===== src/rtl/tba_pkg.sv =====
// Shared types and constants for the time bucket aggregator.
package tba_pkg;

   localparam int VALUE_WIDTH_DEFAULT = 32;
   localparam int OFFSET_W  = 32;
   localparam int LEN_W     = 40;
   localparam int BASE_W    = 62;
   localparam int TIME_W    = 63;
   localparam int TOTAL_W   = 64;
   localparam int COUNT_W   = 32;
   localparam int QTOT_W    = 40;
   localparam int QUAL_W    = 8;
   localparam int MS_W      = 10;
   localparam int PROD_W    = OFFSET_W + MS_W;
   localparam logic [MS_W-1:0] MS_TO_US = MS_W'(1000);

   // divider geometry: widest dividend is the 64-bit value total
   localparam int DIVIDEND_W = TOTAL_W;
   localparam int DIVISOR_W  = LEN_W;

   // register map
   localparam int CSR_IDX_W = 1;
   localparam logic [CSR_IDX_W-1:0] CSR_BUCKET_LENGTH = 1'b0;
   localparam logic [CSR_IDX_W-1:0] CSR_BATCH_BASE    = 1'b1;

   localparam logic [LEN_W-1:0] BUCKET_LENGTH_RESET = LEN_W'(1000000);

   typedef enum logic [3:0] {
      S_IDLE,
      S_MUL,
      S_ADD,
      S_ALIGN_GO,
      S_ALIGN_WAIT,
      S_UPDATE,
      S_MEAN_GO,
      S_MEAN_WAIT,
      S_QUAL_GO,
      S_QUAL_WAIT,
      S_SEND,
      S_FLUSH_CHECK
   } state_type;

endpackage


===== src/rtl/tba_div.sv =====
// Shared restoring divider, one quotient bit per cycle.
module tba_div #(
   parameter int DIVIDEND_W = tba_pkg::DIVIDEND_W,
   parameter int DIVISOR_W  = tba_pkg::DIVISOR_W
) (
   input  logic                  clock,
   input  logic                  reset,
   input  logic                  start,
   input  logic [DIVIDEND_W-1:0] dividend,
   input  logic [DIVISOR_W-1:0]  divisor,
   output logic                  busy,
   output logic                  done,
   output logic [DIVIDEND_W-1:0] quotient,
   output logic [DIVISOR_W-1:0]  remainder
);

   localparam int CNT_W = $clog2(DIVIDEND_W + 1);

   logic                  busy_ff;
   logic                  done_ff;
   logic [CNT_W-1:0]      count_ff;
   logic [DIVIDEND_W-1:0] quo_ff;
   logic [DIVISOR_W-1:0]  rem_ff;
   logic [DIVISOR_W-1:0]  dvs_ff;
   logic [DIVISOR_W:0]    shifted;
   logic [DIVISOR_W:0]    diff;

   // trial subtract of the divisor from the shifted partial remainder
   assign shifted = {rem_ff, quo_ff[DIVIDEND_W-1]};
   assign diff    = shifted - {1'b0, dvs_ff};

   always_ff @(posedge clock) begin
      if (reset) begin
         busy_ff  <= 1'b0;
         done_ff  <= 1'b0;
         count_ff <= '0;
      end else begin
         done_ff <= 1'b0;
         if (start) begin
            busy_ff  <= 1'b1;
            count_ff <= '0;
         end else if (busy_ff) begin
            count_ff <= count_ff + 1'b1;
            if (count_ff == CNT_W'(DIVIDEND_W - 1)) begin
               busy_ff <= 1'b0;
               done_ff <= 1'b1;
            end
         end
      end
   end

   always_ff @(posedge clock) begin
      if (start) begin
         quo_ff <= dividend;
         rem_ff <= '0;
         dvs_ff <= divisor;
      end else if (busy_ff) begin
         if (!diff[DIVISOR_W]) begin
            rem_ff <= diff[DIVISOR_W-1:0];
            quo_ff <= {quo_ff[DIVIDEND_W-2:0], 1'b1};
         end else begin
            rem_ff <= shifted[DIVISOR_W-1:0];
            quo_ff <= {quo_ff[DIVIDEND_W-2:0], 1'b0};
         end
      end
   end

   assign busy      = busy_ff;
   assign done      = done_ff;
   assign quotient  = quo_ff;
   assign remainder = rem_ff;

endmodule


===== src/rtl/time_bucket_aggregator.sv =====
// Top level of the time bucket aggregator: sequencer, bucket state, output register.
//
// Usage:
//  req_ carries one sample per word: offset in ms, Q16.16 value and quality
//  in tdata, the batch-end mark in tlast. rsp_ carries bucket summaries: start,
//  count, first, last, mean, min, max, quality in tdata; tuser is 1 for the
//  zero-length error result; tlast marks the last result of one input word.
//  csr_ writes bucket_length_us (index 0) and batch_base_us (index 1); write
//  only while the block is idle.
// Timing: every sample passes one multiply, one add and an alignment division
//  in the divider, and req_tready is low until the word is finished. Each
//  emitted bucket adds two more divider passes (mean, quality) plus the send
//  step before the next word is taken. With zero length a word skips the
//  division, and a word that ends the batch also takes the send step for the error.
// Reset: synchronous; no bucket open, length 1000000 us, base 0.
// Stall: a result waits in the output register; a new sample is accepted
//  meanwhile, and a second result waits until the first is taken.
module time_bucket_aggregator #(
   parameter int VALUE_WIDTH = tba_pkg::VALUE_WIDTH_DEFAULT
) (
   input  logic clock,
   input  logic reset,
   // offset_ms, sample_value, sample_quality
   input  logic [((tba_pkg::OFFSET_W + VALUE_WIDTH + tba_pkg::QUAL_W + 7) / 8) * 8 - 1:0]
                req_tdata,
   input  logic req_tvalid,
   output logic req_tready,
   input  logic req_tlast,
   // bucket_start_us, bucket_count, opening_value, closing_value, mean_value,
   // lowest_value, highest_value, bucket_quality
   output logic [((tba_pkg::TIME_W + tba_pkg::COUNT_W + 5 * VALUE_WIDTH
                   + tba_pkg::QUAL_W + 7) / 8) * 8 - 1:0] rsp_tdata,
   output logic rsp_tvalid,
   input  logic rsp_tready,
   output logic rsp_tlast,
   // status
   output logic rsp_tuser,
   input  logic                           csr_we,
   input  logic [tba_pkg::CSR_IDX_W-1:0]  csr_index,
   input  logic [tba_pkg::BASE_W-1:0]     csr_wdata
);

   localparam int VW       = VALUE_WIDTH;
   localparam int RSP_BITS = tba_pkg::TIME_W + tba_pkg::COUNT_W + 5 * VW + tba_pkg::QUAL_W;
   localparam int RSP_W    = ((RSP_BITS + 7) / 8) * 8;
   localparam int OFF_LO   = 0;
   localparam int VAL_LO   = tba_pkg::OFFSET_W;
   localparam int QUA_LO   = tba_pkg::OFFSET_W + VW;

   tba_pkg::state_type state_ff, state_in;

   // configuration
   logic [tba_pkg::LEN_W-1:0]  len_ff;
   logic [tba_pkg::BASE_W-1:0] base_ff;

   // current word
   logic [tba_pkg::OFFSET_W-1:0] off_ff;
   logic signed [VW-1:0]         val_ff;
   logic [tba_pkg::QUAL_W-1:0]   qual_ff;
   logic                         end_ff;
   logic [tba_pkg::PROD_W-1:0]   prod_ff;
   logic [tba_pkg::TIME_W-1:0]   t_ff;
   logic                         err_ff;
   logic                         flush_ff;
   logic signed [VW-1:0]         mean_ff;

   // open bucket
   logic                         open_ff;
   logic [tba_pkg::TIME_W-1:0]   obs_ff;
   logic [tba_pkg::COUNT_W-1:0]  tally_ff;
   logic [tba_pkg::TOTAL_W-1:0]  vtot_ff;
   logic [tba_pkg::QTOT_W-1:0]   qtot_ff;
   logic signed [VW-1:0]         low_ff;
   logic signed [VW-1:0]         high_ff;
   logic signed [VW-1:0]         first_ff;
   logic signed [VW-1:0]         last_ff;

   // output register
   logic                rsp_valid_ff;
   logic                rsp_last_ff;
   logic                rsp_err_ff;
   logic [RSP_BITS-1:0] rsp_bits_ff;

   // divider hookup
   logic                              div_start;
   logic [tba_pkg::DIVIDEND_W-1:0]    div_dividend;
   logic [tba_pkg::DIVISOR_W-1:0]     div_divisor;
   logic                              div_busy;
   logic                              div_done;
   logic [tba_pkg::DIVIDEND_W-1:0]    div_quo;
   logic [tba_pkg::DIVISOR_W-1:0]     div_rem;

   logic                              in_accept;
   logic                              send_ok;
   logic                              len_zero;
   logic [tba_pkg::COUNT_W-1:0]       cnt;
   logic                              neg;
   logic [tba_pkg::TOTAL_W-1:0]       mag;
   logic [tba_pkg::TIME_W-1:0]        aligned;
   logic [tba_pkg::TIME_W:0]          obs_end;
   logic                              past_end;
   logic                              before_open;

   assign in_accept   = req_tvalid && req_tready;
   assign send_ok     = !rsp_valid_ff || rsp_tready;
   assign len_zero    = (len_ff == '0);
   assign cnt         = (tally_ff == '0) ? tba_pkg::COUNT_W'(1) : tally_ff;
   assign neg         = vtot_ff[tba_pkg::TOTAL_W-1];
   assign mag         = neg ? (~vtot_ff + 1'b1) : vtot_ff;
   assign aligned     = t_ff - tba_pkg::TIME_W'(div_rem);
   assign obs_end     = {1'b0, obs_ff} + (tba_pkg::TIME_W + 1)'(len_ff);
   assign past_end    = {1'b0, t_ff} >= obs_end;
   assign before_open = t_ff < obs_ff;

   // one divider serves alignment, mean and quality
   always_comb begin
      case (state_ff)
         tba_pkg::S_ALIGN_GO: begin
            div_dividend = tba_pkg::DIVIDEND_W'(t_ff);
            div_divisor  = len_ff;
         end
         tba_pkg::S_MEAN_GO: begin
            div_dividend = mag;
            div_divisor  = tba_pkg::DIVISOR_W'(cnt);
         end
         default: begin
            div_dividend = tba_pkg::DIVIDEND_W'(qtot_ff);
            div_divisor  = tba_pkg::DIVISOR_W'(cnt);
         end
      endcase
   end

   tba_div #(
      .DIVIDEND_W(tba_pkg::DIVIDEND_W),
      .DIVISOR_W (tba_pkg::DIVISOR_W)
   ) u_div (
      .clock    (clock),
      .reset    (reset),
      .start    (div_start),
      .dividend (div_dividend),
      .divisor  (div_divisor),
      .busy     (div_busy),
      .done     (div_done),
      .quotient (div_quo),
      .remainder(div_rem)
   );

   // next state
   always_comb begin
      state_in = state_ff;
      case (state_ff)
         tba_pkg::S_IDLE:       if (in_accept) state_in = tba_pkg::S_MUL;
         tba_pkg::S_MUL:        state_in = tba_pkg::S_ADD;
         tba_pkg::S_ADD: begin
            if (!len_zero)   state_in = tba_pkg::S_ALIGN_GO;
            else if (end_ff) state_in = tba_pkg::S_SEND;
            else             state_in = tba_pkg::S_IDLE;
         end
         tba_pkg::S_ALIGN_GO:   state_in = tba_pkg::S_ALIGN_WAIT;
         tba_pkg::S_ALIGN_WAIT: if (div_done) state_in = tba_pkg::S_UPDATE;
         tba_pkg::S_UPDATE: begin
            if (open_ff && past_end) state_in = tba_pkg::S_MEAN_GO;
            else                     state_in = tba_pkg::S_FLUSH_CHECK;
         end
         tba_pkg::S_MEAN_GO:    state_in = tba_pkg::S_MEAN_WAIT;
         tba_pkg::S_MEAN_WAIT:  if (div_done) state_in = tba_pkg::S_QUAL_GO;
         tba_pkg::S_QUAL_GO:    state_in = tba_pkg::S_QUAL_WAIT;
         tba_pkg::S_QUAL_WAIT:  if (div_done) state_in = tba_pkg::S_SEND;
         tba_pkg::S_SEND: begin
            if (send_ok) begin
               if (err_ff || flush_ff) state_in = tba_pkg::S_IDLE;
               else                    state_in = tba_pkg::S_FLUSH_CHECK;
            end
         end
         tba_pkg::S_FLUSH_CHECK: begin
            if (end_ff && open_ff) state_in = tba_pkg::S_MEAN_GO;
            else                   state_in = tba_pkg::S_IDLE;
         end
         default:               state_in = tba_pkg::S_IDLE;
      endcase
   end

   // sequencer outputs
   always_comb begin
      req_tready = (state_ff == tba_pkg::S_IDLE);
      div_start  = (state_ff == tba_pkg::S_ALIGN_GO) || (state_ff == tba_pkg::S_MEAN_GO)
                   || (state_ff == tba_pkg::S_QUAL_GO);
   end

   // control registers
   always_ff @(posedge clock) begin
      if (reset) begin
         state_ff     <= tba_pkg::S_IDLE;
         len_ff       <= tba_pkg::BUCKET_LENGTH_RESET;
         base_ff      <= '0;
         open_ff      <= 1'b0;
         rsp_valid_ff <= 1'b0;
      end else begin
         state_ff <= state_in;
         if (csr_we) begin
            case (csr_index)
               tba_pkg::CSR_BUCKET_LENGTH: len_ff  <= csr_wdata[tba_pkg::LEN_W-1:0];
               tba_pkg::CSR_BATCH_BASE:    base_ff <= csr_wdata;
               default: ;
            endcase
         end
         // a new result replaces the one being taken
         if ((state_ff == tba_pkg::S_SEND) && send_ok) rsp_valid_ff <= 1'b1;
         else if (rsp_tready)                           rsp_valid_ff <= 1'b0;
         case (state_ff)
            tba_pkg::S_UPDATE:
               if (!open_ff) open_ff <= 1'b1;
            tba_pkg::S_SEND: begin
               if (send_ok) open_ff <= !(err_ff || flush_ff);
            end
            default: ;
         endcase
      end
   end

   // datapath registers
   always_ff @(posedge clock) begin
      case (state_ff)
         tba_pkg::S_IDLE: begin
            if (in_accept) begin
               off_ff   <= req_tdata[OFF_LO +: tba_pkg::OFFSET_W];
               val_ff   <= req_tdata[VAL_LO +: VW];
               qual_ff  <= req_tdata[QUA_LO +: tba_pkg::QUAL_W];
               end_ff   <= req_tlast;
               flush_ff <= 1'b0;
            end
         end
         tba_pkg::S_MUL: prod_ff <= off_ff * tba_pkg::MS_TO_US;
         tba_pkg::S_ADD: begin
            t_ff   <= tba_pkg::TIME_W'(base_ff) + tba_pkg::TIME_W'(prod_ff);
            err_ff <= len_zero;
         end
         tba_pkg::S_UPDATE: begin
            if (!open_ff) begin
               obs_ff   <= aligned;
               tally_ff <= tba_pkg::COUNT_W'(1);
               vtot_ff  <= tba_pkg::TOTAL_W'(val_ff);
               qtot_ff  <= tba_pkg::QTOT_W'(qual_ff);
               low_ff   <= val_ff;
               high_ff  <= val_ff;
               first_ff <= val_ff;
               last_ff  <= val_ff;
            end else if (past_end) begin
               // keep the new bucket start until the closed one is sent
               t_ff <= aligned;
            end else if (!before_open) begin
               if (tally_ff != {tba_pkg::COUNT_W{1'b1}}) begin
                  tally_ff <= tally_ff + 1'b1;
                  vtot_ff  <= vtot_ff + tba_pkg::TOTAL_W'(val_ff);
                  qtot_ff  <= qtot_ff + tba_pkg::QTOT_W'(qual_ff);
               end
               if (val_ff < low_ff)  low_ff  <= val_ff;
               if (val_ff > high_ff) high_ff <= val_ff;
               last_ff <= val_ff;
            end
         end
         tba_pkg::S_FLUSH_CHECK:
            if (end_ff && open_ff) flush_ff <= 1'b1;
         tba_pkg::S_QUAL_GO: begin
            // mean quotient is ready here
            mean_ff <= neg ? -div_quo[VW-1:0] : div_quo[VW-1:0];
         end
         tba_pkg::S_SEND: begin
            if (send_ok) begin
               rsp_err_ff  <= err_ff;
               rsp_last_ff <= err_ff || flush_ff || !end_ff;
               if (err_ff)
                  rsp_bits_ff <= '0;
               else
                  rsp_bits_ff <= {div_quo[tba_pkg::QUAL_W-1:0], high_ff, low_ff, mean_ff,
                                  last_ff, first_ff, tally_ff, obs_ff};
               // closing a bucket on a later sample opens the next one
               if (!err_ff && !flush_ff) begin
                  obs_ff   <= t_ff;
                  tally_ff <= tba_pkg::COUNT_W'(1);
                  vtot_ff  <= tba_pkg::TOTAL_W'(val_ff);
                  qtot_ff  <= tba_pkg::QTOT_W'(qual_ff);
                  low_ff   <= val_ff;
                  high_ff  <= val_ff;
                  first_ff <= val_ff;
                  last_ff  <= val_ff;
               end
            end
         end
         default: ;
      endcase
   end

   assign rsp_tvalid = rsp_valid_ff;
   assign rsp_tlast  = rsp_last_ff;
   assign rsp_tuser  = rsp_err_ff;
   assign rsp_tdata  = RSP_W'(rsp_bits_ff);

   // divider is never running while a new word can be taken
   a_idle_div: assert property (@(posedge clock) disable iff (reset)
      req_tready |-> !div_busy) else $error("divider busy while idle");

   // an error result is always the last of its word
   a_err_last: assert property (@(posedge clock) disable iff (reset)
      (rsp_tvalid && rsp_tuser) |-> rsp_tlast) else $error("error result not last");

   // an open bucket always holds at least one sample
   a_open_count: assert property (@(posedge clock) disable iff (reset)
      open_ff |-> (tally_ff != '0)) else $error("open bucket with zero count");

   // a result only appears from the send step
   a_send_src: assert property (@(posedge clock) disable iff (reset)
      $rose(rsp_valid_ff) |-> ($past(state_ff) == tba_pkg::S_SEND))
      else $error("result loaded outside send");

endmodule


===== config.mk =====
export PLATFORM = sky130hd
export DESIGN_NAME = time_bucket_aggregator
export DESIGN_NICKNAME = d
export VERILOG_FILES = /design/src/rtl/tba_pkg.sv /design/src/rtl/tba_div.sv /design/src/rtl/time_bucket_aggregator.sv
export SDC_FILE = /design/constraint.sdc
export NUM_CORES = 2
export LEC_CHECK = 0
export ABC_AREA = 1
export BUFFER_PORTS_ARGS = -buffer_cell sky130_fd_sc_hd__buf_2
export CAP_MARGIN = 15
export CORE_MARGIN = 2
export CORE_UTILIZATION = 47
export DETAILED_ROUTE_END_ITERATION = 12
export PLACE_DENSITY = 0.67
export SKIP_CTS_REPAIR_TIMING = 1
export SLEW_MARGIN = 20
export SYNTH_ARGS = -nofsm -noshare
export SYNTH_HDL_FRONTEND = slang
export SYNTH_HIERARCHICAL = 1
export SYNTH_SLANG_ARGS = --single-unit

===== constraint.sdc =====
create_clock -name clock -period 19.85 [get_ports clock]
set_input_delay 0.9925 -clock clock [delete_from_list [all_inputs] [get_ports clock]]
set_output_delay 0.9925 -clock clock [all_outputs]
set_load 0.05 [all_outputs]

After elaboration in Yosys (flattened, before gate mapping)
Index checks and enable logic that the tools add are counted.
{ "classes": {"magnitude_cmp": 4, "multipliers": 1, "n_eq_ne": 28, "n_reduce_logical": 38, "bitwise": 3, "add_sub_neg": 10, "muxes": 77} }
{ "ops": {"columns": ["operator", "n"], "rows": [
  ["$mux 32", 23],
  ["$mux 64", 9],
  ["$pmux 32 s2", 5],
  ["$mux 63", 5],
  ["$mux 40", 7],
  ["$pmux 64 s2", 2],
  ["$pmux 63 s2", 2],
  ["$pmux 40 s2", 1],
  ["$add 63x40->64", 1],
  ["$add 64x1->64 const B", 1],
  ["$add 64x64->64", 1],
  ["$ge 63x64->1", 1],
  ["$not 64->64", 1],
  ["$add 62x42->63", 1],
  ["$lt 63x63->1", 1],
  ["$sub 63x40->63", 1],
  ["$pmux 4 s12", 1],
  ["$sub 41x40->41", 1],
  ["$add 40x8->40", 1],
  ["$logic_not 40->1", 1],
  ["$mul 32x7->39 const B", 1],
  ["$mux 4", 9],
  ["$add 32x1->32 const B", 1],
  ["$gt 32x32->1", 1],
  ["other kinds (29)", 83]
]} }
{ "word_totals": {"output_inout_bits": 268, "register_bits": 1062, "wordCells": 193, "input_bits": 141} }

Depth between registers and ports, before layout
{ "depth": {"ltp_word": 6, "ltp_mapped": 28, "depth_no_buf": 28} }

By module
The synthesis kept the hierarchy.
{ "by_module_without_submodules": {"columns": ["mod", "area_per_inst_um2", "n_inst", "cells_each", "seq_area_each_um2"], "rows": [
  ["time_bucket_aggregator", 60874.6, 1, 7068, 26215.1],
  ["tba_div", 9455.3, 1, 1347, 4103.9]
]} }

Least setup slack after synthesis
No wires, ideal clock.
{ "synth_timing": {"kind": "input -> register", "from": "input rsp_tready", "to": "register qtot_ff[0] in the netlist's numbering (enable)", "slack_ns": 0.446, "setup_ns": 0.634, "t_required_ns": 19.216, "n_path_buf": 0, "arrival_ns": 18.770, "cell_stages": 6, "path_cell_list": "nor2_1 nor2_1 inv_1 nand2_1 nand4_1 nor2_1"} }
{ "synth_via": {"elab_chain_len": 3} }
{ "synth_rtl": {"columns": ["element", "line_no", "rtl"], "rows": [
  ["from (decl)", "time_bucket_aggregator.sv:34", "input logic rsp_tready,"],
  ["$logic_or 1x1->1", "time_bucket_aggregator.sv:105", "assign send_ok = !rsp_valid_ff || rsp_tready;"],
  ["$ne 2x2->1 (no source line)", null, null],
  ["$reduce_and 6->1 (no source line)", null, null],
  ["to (signal assigned)", "time_bucket_aggregator.sv:243", "qtot_ff <= tba_pkg::QTOT_W'(qual_ff);"],
  ["to (signal assigned)", "time_bucket_aggregator.sv:255", "qtot_ff <= qtot_ff + tba_pkg::QTOT_W'(qual_ff);"],
  ["to (signal assigned)", "time_bucket_aggregator.sv:282", "qtot_ff <= tba_pkg::QTOT_W'(qual_ff);"],
  ["to (decl)", "time_bucket_aggregator.sv:72", "logic [tba_pkg::QTOT_W-1:0] qtot_ff;"]
]} }
Every way passes these cells.
A chain may end at the register's enable or synchronous reset.

Final worst setup path
{ "layout_timing": {"from": "register obs_ff[2] in the netlist's numbering", "to": "register vtot_ff[56] in the netlist's numbering (enable)"} }
{ "layout_via": {"elab_chain_len": 4, "elab_cells_between_ends": 6, "classes_between": "add/sub (1); order compare (2); eq/ne (2); reduce/logical (1)"} }
{ "layout_rtl": {"columns": ["element", "line_no", "rtl"], "rows": [
  ["from (decl)", "time_bucket_aggregator.sv:69", "logic [tba_pkg::TIME_W-1:0] obs_ff;"],
  ["from (signal assigned)", "time_bucket_aggregator.sv:240", "obs_ff <= aligned;"],
  ["from (signal assigned)", "time_bucket_aggregator.sv:279", "obs_ff <= t_ff;"],
  ["$add 63x40->64", "time_bucket_aggregator.sv:111", "assign obs_end = {1'b0, obs_ff} + (tba_pkg::TIME_W + 1)'(len_ff);"],
  ["$ge 63x64->1", "time_bucket_aggregator.sv:112", "assign past_end = {1'b0, t_ff} >= obs_end;"],
  ["$ne 3x3->1 (no source line)", null, null],
  ["$reduce_and 6->1 (no source line) *", null, null],
  ["to (signal assigned)", "time_bucket_aggregator.sv:242", "vtot_ff <= tba_pkg::TOTAL_W'(val_ff);"],
  ["to (signal assigned)", "time_bucket_aggregator.sv:254", "vtot_ff <= vtot_ff + tba_pkg::TOTAL_W'(val_ff);"],
  ["to (signal assigned)", "time_bucket_aggregator.sv:281", "vtot_ff <= tba_pkg::TOTAL_W'(val_ff);"],
  ["to (decl)", "time_bucket_aggregator.sv:71", "logic [tba_pkg::TOTAL_W-1:0] vtot_ff;"]
]} }
Mark *: on every way between the ends. The rest lies on a longest branch, timed or not.

==> flow_summary.yaml <==
drt:
  drc: 0
  ant_nets: 0
  wl_per_cell_um: 22.0
  via_per_inst: 5.57
  drt-total-wl_um: 239000
  vias: 60429
  dr.pass1.iters: 7
  drtIter0Drc: 6682
global_route:
  overflow: 0
  grt_use_total_pct: 30.7
  antenna_found_initial: 24
  grt_pass1_vias: 56878
  grt_pass1_wl_um: 353000
  grt_max_degree: 208
clocking:
  clock_latency_ns: 0.79
  cts_tree: "yes"
  cts_inserted_buffers: 118
  cts_max_level: 3
  cts_sinks: 1062
  cts_root_buffer: "clkbuf_16"
  cts_buffer_depth: 3
  clkSlewWorstSetupHoldPaths_ns: 0.07
setup_path:
  crit_path_start_kind: "flip-flop"
  rrSetupSlack_ns: 12.76
  crit_type: "flip-flop to flip-flop"
  critPathRequiredTime_ns: 20.24
  cp-end-kind: "flip-flop"
  arrival_ns: 7.48
  crit_fanout: 69
pwr:
  design_power_total_w: 0.0115
  clkPwrFrac_pct: 19.9
  powerDensity_nw_per_um2: 147
  p_sw_share_pct: 43.4
  vdd_drop_max_uv: 196
  p_int_w: 0.00654
  power_frac_seq_pct: 28.8
  combPwrFrac_pct: 51.3
  switching_power_w: 0.00501
  power_leakage_nw: 34.0
layout:
  fillers: 13942
  drive_above_1_share_pct: 9.38
  multi_input_area_um2: 34500
  nets: 9580
  area_growth_pct: 11.7
  regArea_um2: 30300
floorplan:
  row_count: 141
  coreArea_um2: 148000
  die-area_um2: 153000
  die_w_um: 391
  initial_core_util_pct: 47.5
  fp.dieH_um: 391
  ios: 409
hold_path:
  hold_class: "input port to flip-flop"
synth:
  synth.avg_cell_area_um2: 8.36
  synth_edf_count: 905
  ys_async_sr_fraction_pct: 0
  synth-main-ff-cell: "edfxtp_1"
  ys_seq_area_share_pct: 43.1
  yosys-top-cells-count: "nand2_1, inv_1, nor2_1"
  synth_seq_cells: 1062
  synthTopCellsByArea: "edfxtp_1, ha_1, nand2_1"
  synthesis.instances: 8415
  synth.most_common_cell: "nand2_1"
  ys.warnings.count: 6
  synth_area_leader_cell: "edfxtp_1"
  synth.distinct_cells: 81
  synth_nets: 9188
  syn_area_um2: 70300
  synth.top_cell.area_share_pct: 38.6
placement:
  hpwl_um: 191000
  gp_congestion: 1.03
  portBuffers: 407
status:
  status: "complete, no violations"
sta:
  fin_crit_sh_pct: 35.7
  slew_viol_final: 0
  hold_viol_final: 0
  tightest_slew_ns: 1.24
  hold-worst-slack_ns: 0.372
  fin_skew_ns: 0.0677
  rsz0062_at_grt: "false"
  setup_viol: 0
  fmax_mhz: 141
  layout_min_cycle_time_ns: 7.09
  timing.slew.headroom_pct: 16.7
  timing.setup.tns_ns: 0
flow_run:
  maxCapViolations: 0
==> registers in the layout, indices dropped and copies added, names as in the netlist, 62 cells and up <==
register / cells
rsp_bits_ff: 263
u_div/quotient: 64
vtot_ff: 64
obs_ff: 63
t_ff: 63
base_ff: 62
==> power by group through the flow <==
stage / Clock, W / Combinational, W / Sequential [W]
3_3_place_gp: 0 / 0.00574 / 0.00336
4_1_cts: 0.00233 / 0.00587 / 0.00332
6_report: 0.00230 / 0.00593 / 0.00333
5_1_grt: 0.00241 / 0.00669 / 0.00335
3_5_place_dp: 0 / 0.00585 / 0.00337
2_1_floorplan: 0 / 0.00440 / 0.00325
==> final cells by class <==
class                      instances  share of cell area (%)
multi-input combinational       5883                    44.0
clock inverter                    85                    1.29
inverter                        1297                    6.20
clock buffer                     137                    3.86
antenna                            7                  0.0223
timing repair buffer             445                    2.99
tap                             1930                    3.07
sequential                      1062                    38.6
==> critical path, cell delays in order, from the launching register on <==
cell and delay (ns):
edfxtp_1 0.39, ha_1 0.35, nand3_1 0.10, nand3_1 0.14, nand2_1 0.13, a21oi_1 0.07, nor2_1 0.23, inv_2 0.08
a21oi_1 0.42, inv_1 0.10, a21oi_1 0.28, o221ai_1 0.35, nand3_1 0.22, xor2_1 0.16, inv_1 0.06, ha_1 0.28
a21oi_1 0.14, o21ai_0 0.11, a21oi_1 0.17, nor3_1 0.08, nor2_2 0.13, nand3_2 0.21, nand2_2 0.16, nand4_1 0.39
nor2_4 0.18, buf_4 0.75, buf_4 0.86
==> cell families (layout without fill, tap and decap cells) <==
group | after synthesis | in the layout | share of synthesized area (%)
AND/OR/NAND/NOR | 3530 | 3530 | 21.2
buffers and inverters | 1470 | 1964 | 7.94
AO/OA/AOI/OAI | 1425 | 1425 | 11.5
flip-flops | 1062 | 1062 | 43.1
adder cells (fa/ha/maj) | 632 | 632 | 12.6
XOR/XNOR | 267 | 267 | 3.33
multiplexers | 28 | 28 | 0.399
other | 1 | 8 | 0.00533
==> placed cells by master (no fill, tap or decap), types with 124 or more instances in the layout <==
cell,netlist,final
a21oi_1,573,573
buf_2,6,407
dfxtp_1,157,157
edfxtp_1,905,905
fa_1,124,124
ha_1,508,508
inv_1,1275,1271
nand2_1,1659,1656
nand3_1,369,369
nor2_1,1093,1078
o21ai_0,448,446
xor2_1,154,154
==> metrics by stage <==
stage | worst slack [ns] | utilization, % | cells | cell area, um^2
final | 12.76 | 53.0 | 10846 | 78600
after global placement | 12.87 | 50.3 | 10616 | 74500
after detailed placement | 12.74 | 50.3 | 10616 | 74500
after floorplan | 0.446 | - | 8415 | 70300
after CTS | 12.70 | 53.0 | 10838 | 78500
after global routing | 12.44 | 53.0 | 10841 | 78500
==> worst paths after layout <==
| path | start | end | cells past startpoint |
|---|---|---|---|
| hold / removal | req_tdata[59] | val_ff[27] | 1 |
| setup / recovery | obs_ff[2] | vtot_ff[56] | 26 |
| hold reg to reg | base_ff[31] | base_ff[31] | 2 |
| setup reg to reg | obs_ff[2] | vtot_ff[56] | 26 |
==> metal layers <==
metal | wire (um) | global-route usage (%)
met5 | 79 | 0
met4 | 6720 | 8.68
met3 | 23700 | 6.09
met1 | 106000 | 44.9
met2 | 103000 | 46.0
Note: power is estimated with default switching activity, not from simulation.
